**config.mk**
```make
export PLATFORM = sky130hd
export DESIGN_NAME = utf16_to_utf8_transcoder_core
export DESIGN_NICKNAME = d
export VERILOG_FILES = /design/src/rtl/u16u8_pkg.sv /design/src/rtl/utf16_to_utf8_transcoder_core.sv
export VERILOG_INCLUDE_DIRS = /design/src /design/src/rtl
export SDC_FILE = /design/constraint.sdc
export NUM_CORES = 1
export LEC_CHECK = 0
export ABC_AREA = 1
export BUFFER_PORTS_ARGS = -buffer_cell sky130_fd_sc_hd__buf_4
export CORE_MARGIN = 2
export CORE_UTILIZATION = 60
export DETAILED_ROUTE_END_ITERATION = 6
export PLACE_DENSITY_LB_ADDON = 0.05
export SYNTH_ARGS = -nofsm -noshare
export SYNTH_HDL_FRONTEND = slang
export SYNTH_SLANG_ARGS = --single-unit
```
**constraint.sdc**
```tcl
create_clock -name aclk -period 8.25 [get_ports aclk]
set_input_delay 1.65 -clock aclk [delete_from_list [all_inputs] [get_ports aclk]]
set_output_delay 1.65 -clock aclk [all_outputs]
set_load 0.05 [all_outputs]
```
**src/rtl/assert_macros.svh**
```systemverilog
// ---------------------------------------------------------------------------
// assert_macros.svh
// Assertion shorthands used by the RTL core of the transcoder.
// ---------------------------------------------------------------------------
`ifndef ASSERT_MACROS_SVH
`define ASSERT_MACROS_SVH

// A condition that holds at every clock edge outside reset.
`define ASSERT_ALWAYS(label, clk, rst_n, cond) \
    label: assert property (@(posedge clk) disable iff (!rst_n) (cond)) \
        else $error("assertion failed: invariant violated");

// A condition that, once seen, forces another one in the next cycle.
`define ASSERT_NEXT(label, clk, rst_n, ante, cons) \
    label: assert property (@(posedge clk) disable iff (!rst_n) (ante) |=> (cons)) \
        else $error("assertion failed: next-cycle rule violated");

`endif

```
**src/rtl/u16u8_pkg.sv**
```systemverilog
// ---------------------------------------------------------------------------
// u16u8_pkg
// Constants and register codes for the UTF-16 to UTF-8 transcoder.
// ---------------------------------------------------------------------------
package u16u8_pkg;

    // Width of the per-string byte and unit counters.
    localparam int COUNT_BITS = 16;
    // Counter width plus one carry bit, for the byte-count sum.
    localparam int SUM_BITS   = COUNT_BITS + 1;
    // Common width for comparing counters against 16-bit registers.
    localparam int CMP_BITS   = (SUM_BITS > 17) ? SUM_BITS : 17;

    localparam int CFG_W      = 16;
    localparam int UNIT_W     = 16;
    localparam int BYTE_W     = 8;
    localparam int S_DATA_W   = 16;
    localparam int M_DATA_W   = 24;

    // Result buffer: up to three bytes plus a closing result.
    localparam int SLOTS      = 4;
    localparam int SLOT_W     = 2;
    localparam int NRES_W     = 3;

    typedef enum logic {
        CFG_OUT_CAPACITY = 1'b0,
        CFG_MAX_UNITS    = 1'b1
    } cfg_index_t;

    localparam logic [CFG_W-1:0] OUT_CAPACITY_RST = 16'd256;
    localparam logic [CFG_W-1:0] MAX_UNITS_RST    = 16'd256;

    localparam logic [UNIT_W-1:0] ONE_BYTE_LIMIT = 16'h0080;
    localparam logic [UNIT_W-1:0] TWO_BYTE_LIMIT = 16'h0800;
    localparam logic [BYTE_W-1:0] LEAD2_MARK     = 8'hC0;
    localparam logic [BYTE_W-1:0] LEAD3_MARK     = 8'hE0;
    localparam logic [BYTE_W-1:0] CONT_MARK      = 8'h80;
    localparam logic [5:0]        CONT_MASK      = 6'h3F;

endpackage

```
**src/rtl/utf16_to_utf8_transcoder_core.sv**
```systemverilog
// ---------------------------------------------------------------------------
// utf16_to_utf8_transcoder_core
// Streams UTF-16 code units in and UTF-8 bytes out, one byte per transfer,
// with a closing transfer that reports the byte count of each string.
// ---------------------------------------------------------------------------
//
//  Channel   Direction  Payload
//  s_*       in         tdata[15:0] code_unit, tlast final_unit
//  m_*       out        tdata[7:0] out_byte, tdata[23:8] bytes_written,
//                       tuser is_terminator, tlast is_closing
//  cfg_*     in         cfg_addr 0 out_capacity, 1 max_units, 16-bit data
//
//  A code unit waits in the input register and is then encoded
//  combinationally into the result buffer; the buffer drains one transfer
//  per cycle while m_tready is high, one per byte of the unit and one more
//  when it closes. The byte-wide result port limits the sustained rate, most
//  of all for text above U+07FF. Units that produce no result make no transfer.
//  Reset is synchronous, active low; it clears counters, valid flags and
//  restores both registers to 256. No clearing pass is needed.
//  A stall on m_tready holds the buffer; one further unit waits in the
//  input register before s_tready drops.
//
`include "assert_macros.svh"

module utf16_to_utf8_transcoder_core (
    input  logic                             aclk,
    input  logic                             aresetn,

    input  logic                             cfg_wr_en,
    input  logic                             cfg_addr,
    input  logic [u16u8_pkg::CFG_W-1:0]      cfg_wdata,

    input  logic                             s_tvalid,
    output logic                             s_tready,
    input  logic [u16u8_pkg::S_DATA_W-1:0]   s_tdata,    // [15:0] code_unit
    input  logic                             s_tlast,    // final_unit

    output logic                             m_tvalid,
    input  logic                             m_tready,
    output logic [u16u8_pkg::M_DATA_W-1:0]   m_tdata,    // [7:0] out_byte, [23:8] bytes_written
    output logic                             m_tuser,    // is_terminator
    output logic                             m_tlast     // is_closing
);

    localparam int CB = u16u8_pkg::COUNT_BITS;
    localparam int SB = u16u8_pkg::SUM_BITS;
    localparam int KB = u16u8_pkg::CMP_BITS;

    // Configuration registers.
    logic [u16u8_pkg::CFG_W-1:0] out_capacity_reg;
    logic [u16u8_pkg::CFG_W-1:0] max_units_reg;

    // Input register holding one accepted code unit.
    logic                              item_valid_reg;
    logic [u16u8_pkg::UNIT_W-1:0]      item_unit_reg;
    logic                              item_final_reg;

    // Per-string conversion state.
    logic [CB-1:0] byte_count_reg, byte_count_next;
    logic [CB-1:0] unit_count_reg, unit_count_next;
    logic          halted_reg, halted_next;

    // Result buffer: the results caused by one unit, drained in order.
    logic [u16u8_pkg::BYTE_W-1:0] buf_byte_reg [u16u8_pkg::SLOTS];
    logic [u16u8_pkg::BYTE_W-1:0] buf_byte_next [u16u8_pkg::SLOTS];
    logic [u16u8_pkg::NRES_W-1:0] buf_cnt_reg, buf_cnt_next;
    logic [u16u8_pkg::SLOT_W-1:0] buf_idx_reg;
    logic                         buf_valid_reg;
    logic                         buf_close_reg, buf_close_next;
    logic                         buf_term_reg, buf_term_next;
    logic [15:0]                  buf_bw_reg, buf_bw_next;

    logic                         buf_last;
    logic                         buf_done;
    logic                         load;

    // Encoder signals.
    logic [1:0]    n_bytes;
    logic [SB-1:0] sum;
    logic          stop_unit;
    logic          stop_room;
    logic          convert;
    logic [KB-1:0] final_count_ext;

    // The last buffered result is the one at index count - 1.
    assign buf_last = ({1'b0, buf_idx_reg} == (buf_cnt_reg - 1'b1));
    assign buf_done = buf_valid_reg && m_tready && buf_last;

    // The unit in the input register moves on once the buffer is free or
    // its final result is being transferred this cycle.
    assign load     = item_valid_reg && (!buf_valid_reg || buf_done);
    assign s_tready = !item_valid_reg || load;

    // -----------------------------------------------------------------------
    // Encoder: decides whether the unit is converted, builds its bytes and,
    // for a final unit, the closing result.
    // -----------------------------------------------------------------------
    always_comb begin
        if (item_unit_reg < u16u8_pkg::ONE_BYTE_LIMIT) begin
            n_bytes = 2'd1;
        end else if (item_unit_reg < u16u8_pkg::TWO_BYTE_LIMIT) begin
            n_bytes = 2'd2;
        end else begin
            n_bytes = 2'd3;
        end

        sum = {1'b0, byte_count_reg} + SB'(n_bytes);

        stop_unit = (KB'(unit_count_reg) >= KB'(max_units_reg))
                 || (unit_count_reg == {CB{1'b1}})
                 || (item_unit_reg == '0);
        stop_room = (KB'(sum) >= KB'(out_capacity_reg)) || sum[CB];
        convert   = !halted_reg && !stop_unit && !stop_room;

        byte_count_next = byte_count_reg;
        unit_count_next = unit_count_reg;
        halted_next     = halted_reg;
        if (!halted_reg) begin
            if (convert) begin
                byte_count_next = sum[CB-1:0];
                unit_count_next = unit_count_reg + 1'b1;
            end else begin
                halted_next = 1'b1;
            end
        end

        for (int i = 0; i < u16u8_pkg::SLOTS; i++) begin
            buf_byte_next[i] = '0;
        end
        buf_cnt_next = '0;
        if (convert) begin
            unique case (n_bytes)
                2'd1: begin
                    buf_byte_next[0] = item_unit_reg[7:0];
                end
                2'd2: begin
                    buf_byte_next[0] = u16u8_pkg::LEAD2_MARK
                                     | {3'b000, item_unit_reg[10:6]};
                    buf_byte_next[1] = u16u8_pkg::CONT_MARK
                                     | {2'b00, item_unit_reg[5:0] & u16u8_pkg::CONT_MASK};
                end
                default: begin
                    buf_byte_next[0] = u16u8_pkg::LEAD3_MARK
                                     | {4'b0000, item_unit_reg[15:12]};
                    buf_byte_next[1] = u16u8_pkg::CONT_MARK
                                     | {2'b00, item_unit_reg[11:6] & u16u8_pkg::CONT_MASK};
                    buf_byte_next[2] = u16u8_pkg::CONT_MARK
                                     | {2'b00, item_unit_reg[5:0] & u16u8_pkg::CONT_MASK};
                end
            endcase
            buf_cnt_next = {1'b0, n_bytes};
        end

        // The closing result reports the count after this unit, and a
        // terminator only if a byte of room is left below the capacity.
        final_count_ext = KB'(byte_count_next);
        buf_close_next  = item_final_reg;
        buf_term_next   = final_count_ext < KB'(out_capacity_reg);
        buf_bw_next     = final_count_ext[15:0];
        if (item_final_reg) begin
            buf_cnt_next = buf_cnt_next + 1'b1;
            byte_count_next = '0;
            unit_count_next = '0;
            halted_next     = 1'b0;
        end
    end

    // -----------------------------------------------------------------------
    // Registers.
    // -----------------------------------------------------------------------
    always_ff @(posedge aclk) begin
        if (!aresetn) begin
            out_capacity_reg <= u16u8_pkg::OUT_CAPACITY_RST;
            max_units_reg    <= u16u8_pkg::MAX_UNITS_RST;
            item_valid_reg   <= 1'b0;
            byte_count_reg   <= '0;
            unit_count_reg   <= '0;
            halted_reg       <= 1'b0;
            buf_valid_reg    <= 1'b0;
            buf_idx_reg      <= '0;
            buf_cnt_reg      <= '0;
        end else begin
            if (cfg_wr_en) begin
                unique case (cfg_addr)
                    u16u8_pkg::CFG_OUT_CAPACITY: out_capacity_reg <= cfg_wdata;
                    u16u8_pkg::CFG_MAX_UNITS:    max_units_reg    <= cfg_wdata;
                    default: ;
                endcase
            end

            if (s_tvalid && s_tready) begin
                item_valid_reg <= 1'b1;
            end else if (load) begin
                item_valid_reg <= 1'b0;
            end

            if (load) begin
                byte_count_reg <= byte_count_next;
                unit_count_reg <= unit_count_next;
                halted_reg     <= halted_next;
                buf_valid_reg  <= (buf_cnt_next != '0);
                buf_cnt_reg    <= buf_cnt_next;
                buf_idx_reg    <= '0;
            end else if (buf_done) begin
                buf_valid_reg  <= 1'b0;
            end else if (buf_valid_reg && m_tready) begin
                buf_idx_reg    <= buf_idx_reg + 1'b1;
            end
        end
    end

    // Payload registers carry no reset.
    always_ff @(posedge aclk) begin
        if (s_tvalid && s_tready) begin
            item_unit_reg  <= s_tdata[u16u8_pkg::UNIT_W-1:0];
            item_final_reg <= s_tlast;
        end
        if (load) begin
            buf_byte_reg  <= buf_byte_next;
            buf_close_reg <= buf_close_next;
            buf_term_reg  <= buf_term_next;
            buf_bw_reg    <= buf_bw_next;
        end
    end

    // -----------------------------------------------------------------------
    // Result channel. Byte results carry a zero count and no flags; the
    // closing result is always the last entry of the buffer.
    // -----------------------------------------------------------------------
    assign m_tvalid = buf_valid_reg;
    assign m_tlast  = buf_close_reg && buf_last;
    assign m_tuser  = m_tlast && buf_term_reg;
    assign m_tdata  = {(m_tlast ? buf_bw_reg : 16'h0000), buf_byte_reg[buf_idx_reg]};

    // -----------------------------------------------------------------------
    // Assertions.
    // -----------------------------------------------------------------------
    `ASSERT_ALWAYS(a_idx_in_range, aclk, aresetn,
        !buf_valid_reg || ({1'b0, buf_idx_reg} < buf_cnt_reg))
    `ASSERT_NEXT(a_final_clears, aclk, aresetn, load && item_final_reg,
        (byte_count_reg == '0) && (unit_count_reg == '0) && !halted_reg)
    `ASSERT_ALWAYS(a_stall_needs_item, aclk, aresetn, s_tready || item_valid_reg)
    `ASSERT_NEXT(a_idle_halt_no_bytes, aclk, aresetn,
        load && halted_reg && !item_final_reg, !buf_valid_reg)

endmodule
```
==> impl_summary.log, run 1 <==
[metrics] status: completed
[metrics] Die Area: 0.0123 sq mm
[metrics] RD Place Congestion: 0.952
[metrics] pin count of the biggest net entering global routing: 45
[metrics] Core Area: 0.0110 sq mm
[metrics] Static Leak: 3.49 nW
[metrics] combinational share of power: a little over an eighth
[metrics] Synth top area share: 25.0%
[metrics] count of routing violations after the opening detailed-route iteration: 329
[metrics] share of total power in the clock network: 43.0%
[metrics] setup slack, reg-to-reg: around 1600 ps
[metrics] cell total after placement: 1014
[metrics] required time at the endpoint of the critical path: roughly 8500 ps
[metrics] Die W: 111 microns
[metrics] number of distinct library cells after synthesis: 49
[metrics] Cell Count, Final, Fillers Out: 1046
[metrics] post-detailed-placement half-perimeter wirelength: roughly 12000 microns
[metrics] number of levels the H-tree was split into: 4
[metrics] clk slew on worst S/H paths: 50 ps
[metrics] Final min period: 6600 ps
[metrics] origin of the worst setup path: item_unit_reg[15]
[metrics] Crit. End Element: flip-flop
[metrics] antenna-violating nets left: 0
[metrics] yosys synthesis warning count: 0
[metrics] EDFF count, synth: 57
[metrics] worst-margin pin slew: 1230 ps
[metrics] post-CTS setup-driven buffer insertion count: 0
[metrics] initial antenna violation count: 0
[metrics] post-route design area: 0.00800 sq mm
[metrics] cell repeated most along the worst path: sky130_fd_sc_hd__nor2_1
[metrics] count of cells along the worst register-to-register path: 33
[metrics] total power consumption of the routed design: roughly 1.7 mW
[metrics] placed instance area: 0.00742 sq mm
[metrics] cell type with the largest total area after synthesis: sky130_fd_sc_hd__edfxtp_1
[metrics] register area share after synthesis: 46.1%
[metrics] CTS root buf: sky130_fd_sc_hd__clkbuf_16
[metrics] Setup Skew: 7.59 ps
[metrics] global-route wire length before repair: about 26000 microns
[metrics] count of final hold-check violations: 0
[metrics] fraction of registers with async set or reset after synthesis: 0%
[metrics] nets@finish: 985
[metrics] Resized Gates After CTS: 0
[metrics] gate count of the mapped netlist: 829
[metrics] via count of the first global-routing pass: roughly 5600
[metrics] Synth area leaders: sky130_fd_sc_hd__edfxtp_1, sky130_fd_sc_hd__dfxtp_1, sky130_fd_sc_hd__ha_1
[metrics] ports placed on the boundary: 67
[metrics] flip-flop and latch count after synthesis: between 100 and 150
[metrics] number of rows in the core area: 38
[metrics] Initial Util: 62.3%
[metrics] last element of the critical path: buf_term_reg
[metrics] Overall Global Routing Usage: a little over a quarter
[metrics] Primary FF master, synth: sky130_fd_sc_hd__dfxtp_1
[metrics] setup slack of the critical path after layout: around 1600 ps
[metrics] # setup viols final: 0
[metrics] sort of element at the start of the critical path: flip-flop
[metrics] sequential standard cell area: ~0.0032 sq mm
[metrics] CP Data Arrival Time: 6880 ps
[metrics] CTS tree: built
[metrics] count of max-cap constraint violations: 0
[metrics] share of total power consumed by net switching: 25.8%
[metrics] end-of-flow core utilization: 72.8%
[metrics] area of the multi-input gates: between 0.003 and 0.004 sq mm
[metrics] worst relative slew slack: 17.9%
[metrics] count of unresolved DRC violations after routing: 0
[metrics] vias per std cell: 5.41
[metrics] class of the most critical hold timing path: flip-flop to flip-flop
[metrics] clock network latency to the later pin of the worst-skew pair: 420 ps
[metrics] count of clock tree sinks: roughly 130
[metrics] largest buffer count on any clock path: 2
[metrics] share of the clock period used by the worst path: roughly four fifths
[metrics] final hold slack: 466 ps
[metrics] Net Sw Power: approximately 0.43 mW
[metrics] Int Power: 1.23 mW
[metrics] synthesized netlist net count: 921
[metrics] DRT Pass-1 Iters: 5
[metrics] largest fanout on the critical path: 23
[metrics] setup repair after global routing missed its margin: false
[metrics] Syn Area/Cell: slightly above 8 sq um
[metrics] sequential cell fraction of total power: between 40% and 50%
[metrics] power density over the cells: 208 mW/mm^2
[metrics] total number of vias: 5663
[metrics] Filler cells: 883
[metrics] Reg2Reg Launch Point: item_unit_reg[15]
[metrics] hold buffer count at cts: 0
[metrics] Slowest Stage Delay on Critical Path: around 740 ps
[metrics] post-synthesis instance area: 0.00684 sq mm
[metrics] Setup Total Neg Slack: 0 ps
[metrics] layout cells sized above 1: 12.7%
[metrics] drt wl/cell: 14.9 microns
[metrics] synthesis-to-layout area growth: 17.0%
[metrics] final count of pins violating max slew: 0
[metrics] total overflow reported by the global router: 0
[metrics] pre-CTS setup slack: 1810 ps
[metrics] height of the die: 111 microns
[metrics] antenna cells: 0
[metrics] total CTS buffers: 17
[metrics] class of the most critical setup path: flip-flop to flip-flop
[metrics] Critical R2R Capture: buf_term_reg
[metrics] Final Routed Wirelength: 15500 microns
[metrics] FMAX: 151 MHz
[metrics] I/O Buffers: 66
[metrics] number of flip-flops under the largest register name: 22
[metrics] highest-delay cell along the critical path: sky130_fd_sc_hd__inv_1
[metrics] worst-case vdd ir drop: 0.256 mV
## synthesized netlist by cell type (4+ instances only)
cell type and number:
sky130_fd_sc_hd__nand2_1 136, sky130_fd_sc_hd__inv_1 134, sky130_fd_sc_hd__nor2_1 94, sky130_fd_sc_hd__dfxtp_1 72
sky130_fd_sc_hd__a21oi_1 66, sky130_fd_sc_hd__o21ai_0 61, sky130_fd_sc_hd__edfxtp_1 57, sky130_fd_sc_hd__ha_1 52
sky130_fd_sc_hd__nand3_1 30, sky130_fd_sc_hd__clkbuf_1 13, sky130_fd_sc_hd__nor3_1 12, sky130_fd_sc_hd__xor2_1 11
sky130_fd_sc_hd__nand4_1 10, sky130_fd_sc_hd__o21ai_1 10, sky130_fd_sc_hd__o31ai_1 8, sky130_fd_sc_hd__o22ai_1 6
sky130_fd_sc_hd__buf_2 5, sky130_fd_sc_hd__nand3_2 4
## per-layer routing
layer | GRT usage [%] | part of all wire [%] | routed length, microns | vias up
met3 | 5.08 | 4.7 | 726 | 25
li1 | - | - | - | 2876
met1 | 34.6 | 45 | 7020 | 2612
met2 | 42.9 | 48 | 7410 | 150
met5 | 0 | 0 | 0 | -
met4 | 12.0 | 2.5 | 386 | 0
## cells by family after synthesis
| family | Yosys count | synth area share (%) |
|---|---|---|
| flip-flops | 129 | 46.1 |
| adder cells (fa/ha/maj) | 53 | 9.81 |
| XOR/XNOR | 16 | 2.27 |
| AND/OR/NAND/NOR | 299 | 18.8 |
| AO/OA/AOI/OAI | 171 | 13.9 |
| buffers and inverters | 161 | 9.07 |
## cell usage in the layout (no fill, tap or decap), drive strengths merged, types with 6 or more instances in the layout
cell / count
inv: 139
nand2: 138
nor2: 97
dfxtp: 72
o21ai: 72
a21oi: 67
buf: 66
edfxtp: 57
ha: 52
nand3: 34
clkbuf: 26
nor3: 14
xor2: 13
nand4: 10
o31ai: 8
o22ai: 6
clkinv: 6
## area by class of cell
class / count / area share, %
repair buffers: 66 / 6.19
well taps: 140 / 2.19
clock buffers: 26 / 6.77
clock inverters: 6 / 0.516
flip-flops and latches: 129 / 39.4
multi-input cells: 539 / 38.3
inverters: 140 / 6.60
## worst min path at each step
| stage | startpoint | to | depth (start not counted) |
|---|---|---|---|
| 2_1_floorplan | max_units_reg[10] | max_units_reg[10] | 2 |
| 3_3_place_gp | max_units_reg[15] | max_units_reg[15] | 2 |
| 3_5_place_dp | max_units_reg[3] | max_units_reg[3] | 2 |
| 4_1_cts | max_units_reg[3] | max_units_reg[3] | 2 |
| 5_1_grt | max_units_reg[3] | max_units_reg[3] | 2 |
| 6_report | max_units_reg[10] | max_units_reg[10] | 2 |
## power by group through the flow
stage / registers, mW / clock network [mW] / logic [mW]
global route: 0.731 / 0.754 / 0.246
finish: 0.728 / 0.715 / 0.218
global placement: 0.740 / 0 / 0.211
CTS: 0.728 / 0.723 / 0.219
detailed placement: 0.741 / 0 / 0.217
floorplan: 0.737 / 0 / 0.154
## worst max-delay path: cells and delay by family (launching register included)
family / cells / cell delay (ps)
buffers and inverters: 5 / 1170
DFF: 1 / 400
AOI/OAI and AO/OA: 6 / 840
xor gates and xnor gates: 1 / 210
adders and majority gates: 3 / 890
and+or+nand+nor: 18 / 2940
Note: power is estimated with default switching activity, not from simulation.
==> inputs of run 2 (changes only) <==
--- a/config.mk
+++ b/config.mk
@@ -6,10 +6,10 @@
 export SDC_FILE = /design/constraint.sdc
 export NUM_CORES = 1
 export LEC_CHECK = 0
-export ABC_AREA = 1
+export ABC_AREA = 0
 export BUFFER_PORTS_ARGS = -buffer_cell sky130_fd_sc_hd__buf_4
 export CORE_MARGIN = 2
-export CORE_UTILIZATION = 60
+export CORE_UTILIZATION = 54
 export DETAILED_ROUTE_END_ITERATION = 6
 export PLACE_DENSITY_LB_ADDON = 0.05
 export SYNTH_ARGS = -nofsm -noshare
==> constraint.sdc (replaced) <==
create_clock -name aclk -period 6 [get_ports aclk]
set_input_delay 1.2 -clock aclk [delete_from_list [all_inputs] [get_ports aclk]]
set_output_delay 1.2 -clock aclk [all_outputs]
set_load 0.05 [all_outputs]
==> impl_summary.log, run 2 <==
[metrics] yosys synthesis warning count: 0
[metrics] nets@finish: between 900 and 1000
[metrics] worst hold start: max_units_reg[7]
[metrics] setup slack of the critical path after layout: between 200 and 300 ps
[metrics] layout cells sized above 1: 16.1%
[metrics] synthesized netlist net count: 876
[metrics] Setup Skew: approximately 8.1 ps
[metrics] end-of-flow core utilization: 64.4%
[metrics] Initial Util: between 50% and 60%
[metrics] worst relative slew slack: 26.9%
[metrics] synthesis-to-layout area growth: 17.8%
[metrics] hold buffer count at cts: 0
[metrics] largest buffer count on any clock path: 2
[metrics] FMAX: 175 MHz
[metrics] number of flip-flops under the largest register name: 22
[metrics] library cell with the highest instance count after synthesis: sky130_fd_sc_hd__nand2_1
[metrics] cell type with the largest total area after synthesis: sky130_fd_sc_hd__edfxtp_1
[metrics] Final min period: ~5700 ps
[metrics] Setup Total Neg Slack: 0 ps
[metrics] worst-margin pin slew: 1100 ps
[metrics] worst-case vdd ir drop: 0.181 mV
[metrics] cell repeated most along the worst path: sky130_fd_sc_hd__ha_1
[metrics] highest-delay cell along the critical path: sky130_fd_sc_hd__edfxtp_1
[metrics] global-route wire length before repair: 28000 microns
[metrics] required time at the endpoint of the critical path: ~6000 ps
[metrics] pin count of the biggest net entering global routing: 61
[metrics] antenna cells: 0
[metrics] clk slew on worst S/H paths: 60 ps
[metrics] class of the most critical hold timing path: flip-flop to flip-flop
[metrics] DRT Pass-1 Iters: 5
[metrics] count of final hold-check violations: 0
[metrics] count of unresolved DRC violations after routing: 0
[metrics] number of distinct library cells after synthesis: 54
[metrics] RD Place Congestion: 0.887
[metrics] height of the die: between 100 and 150 microns
[metrics] post-synthesis instance area: 0.00715 sq mm
[metrics] class of the most critical setup path: flip-flop to flip-flop
[metrics] Slowest Stage Delay on Critical Path: 440 ps
[metrics] clock network latency to the later pin of the worst-skew pair: ~420 ps
[metrics] initial antenna violation count: 1
[metrics] Synth area leaders: sky130_fd_sc_hd__edfxtp_1, sky130_fd_sc_hd__dfxtp_1, sky130_fd_sc_hd__ha_1
[metrics] CTS tree: built
[metrics] gate count of the mapped netlist: 784
[metrics] Syn Area/Cell: just over 9 sq um
[metrics] Primary FF master, synth: sky130_fd_sc_hd__dfxtp_1
[metrics] flip-flop and latch count after synthesis: 129
[metrics] share of the clock period used by the worst path: 95.2%
[metrics] count of clock tree sinks: 129
[metrics] power density over the cells: 275 mW/mm^2
[metrics] total overflow reported by the global router: 0
[metrics] total CTS buffers: 17
[metrics] Static Leak: about 3.4 nW
[metrics] drt wl/cell: 16.5 microns
[metrics] # setup viols final: 0
[metrics] Crit. End Element: flip-flop
[metrics] number of levels the H-tree was split into: 4
[metrics] Synth top area share: between 20% and 30%
[metrics] number of rows in the core area: 42
[metrics] setup repair after global routing missed its margin: false
[metrics] fraction of registers with async set or reset after synthesis: 0%
[metrics] CTS root buf: sky130_fd_sc_hd__clkbuf_16
[metrics] total number of vias: 5954
[metrics] sort of element at the start of the critical path: flip-flop
[metrics] I/O Buffers: 66
[metrics] antenna-violating nets left: 0
[metrics] most frequent standard cell in the layout excluding fill and tap cells: sky130_fd_sc_hd__nand2_1
[metrics] CP Data Arrival Time: a little under 6000 ps
[metrics] post-detailed-placement half-perimeter wirelength: 12400 microns
[metrics] largest fanout on the critical path: 9
[metrics] cell-by-cell listing of the critical path: nor4_2 -> nor2_1 -> inv_1 -> ha_1 -> inv_1 -> fa_1 -> nand3b_4 -> nor2_1 -> xor2_1 -> ha_1 -> nand4_1 -> nor3_1 -> a2111o_1 -> o21ai_2 -> and4_4 -> buf_4 -> nand2_1 -> xnor2_1 -> ha_1 -> nand4_1 -> or2_2 -> o221a_2 -> o41ai_1 -> o21ai_1
[metrics] final count of pins violating max slew: 0
[metrics] commonest cells after routing, fill and taps aside: sky130_fd_sc_hd__nand2_1, sky130_fd_sc_hd__buf_4, sky130_fd_sc_hd__dfxtp_1, sky130_fd_sc_hd__edfxtp_1, sky130_fd_sc_hd__ha_1
[metrics] count of max-cap constraint violations: 0
[metrics] Final Routed Wirelength: 17100 microns
[metrics] via count of the first global-routing pass: 5714
[metrics] count of routing violations after the opening detailed-route iteration: 525
[metrics] pre-CTS setup slack: 70.4 ps
[metrics] most numerous cell types in the synthesized netlist: sky130_fd_sc_hd__nand2_1, sky130_fd_sc_hd__dfxtp_1, sky130_fd_sc_hd__edfxtp_1
[metrics] vias per std cell: 5.77
[metrics] Overall Global Routing Usage: 25.1%
[metrics] ports placed on the boundary: 67
[metrics] register area share after synthesis: 44.1%
[metrics] Reg2Reg Launch Point: item_unit_reg[10]
[metrics] Die W: roughly 120 microns
[metrics] EDFF count, synth: 57
[metrics] Core Area: 0.0131 sq mm
[metrics] status: completed
[metrics] Die Area: 0.0142 sq mm
[metrics] origin of the worst setup path: item_unit_reg[10]
run 2: through the flow:
stage               power, mW  instances  hold slack (ps)  area [sq um]
floorplan                1.24        784              424          7150
global placement         1.34        993              456          7780
detailed placement       1.35        993              459          7780
CTS                      2.32       1025              466          8330
global route             2.41       1031              495          8420
finish                   2.31       1031              462          8420
run 2: logic make-up (layout without fill, tap and decap cells):
family	Yosys count	after routing	share of synthesized area [%]
XOR/XNOR	33	33	4.04
AND/OR/NAND/NOR	285	286	19.9
AO/OA/AOI/OAI	175	175	15.4
buffers and inverters	100	170	5.72
flip-flops	129	129	44.1
multiplexers	9	9	1.38
adder cells (fa/ha/maj)	53	53	9.38
run 2: path summary, 6_finish.rpt:
check / endpoint / slack, ps / depth (start not counted)
min: max_units_reg[7] / 460 / 2
max: buf_term_reg / 290 / 24
min reg2reg: max_units_reg[7] / 460 / 2
max reg2reg: buf_term_reg / 290 / 24
run 2: worst max-delay path: cells and delay by family, from the launching register on:
kind | cells | cell delay [ps]
compound gates | 5 | 1070
xor+xnor | 2 | 320
fa+ha+maj | 4 | 1220
buf+inv | 3 | 310
flops | 1 | 440
simple gates | 10 | 2080
run 2: what timing repair did:
| item | CTS | global route |
|---|---|---|
| setup buffers | 0 | 5 |
| setup endpoints to repair | 0 | 1 |
| resized for setup | 0 | 9 |
run 2: routing by layer:
layer  vias up  routed length (microns)  global-route usage [%]
met5         -                       11                       0
met4         2                      535                    11.9
met3        47                     1030                    5.89
met2       219                     7880                    39.8
met1      2775                     7590                    32.5
li1       2911                        -                       -
run 2: power breakdown:
part	leakage, nW	total (mW)	switching, mW	internal, mW
clock network	0.271	0.970	0.391	0.579
logic	2.04	0.336	0.204	0.132
registers	1.13	1.01	0.0351	0.974
total	3.44	2.31	0.630	1.69
run 2: final cells by class:
| type | count | area (sq um) |
|---|---|---|
| Clock buffer | 19 | 443 |
| Clock inverter | 13 | 113 |
| Fill cell | 1104 | 4660 |
| Inverter | 49 | 184 |
| Multi-Input combinational cell | 556 | 3640 |
| Sequential cell | 129 | 3150 |
| Tap cell | 176 | 220 |
| Timing Repair Buffer | 89 | 668 |
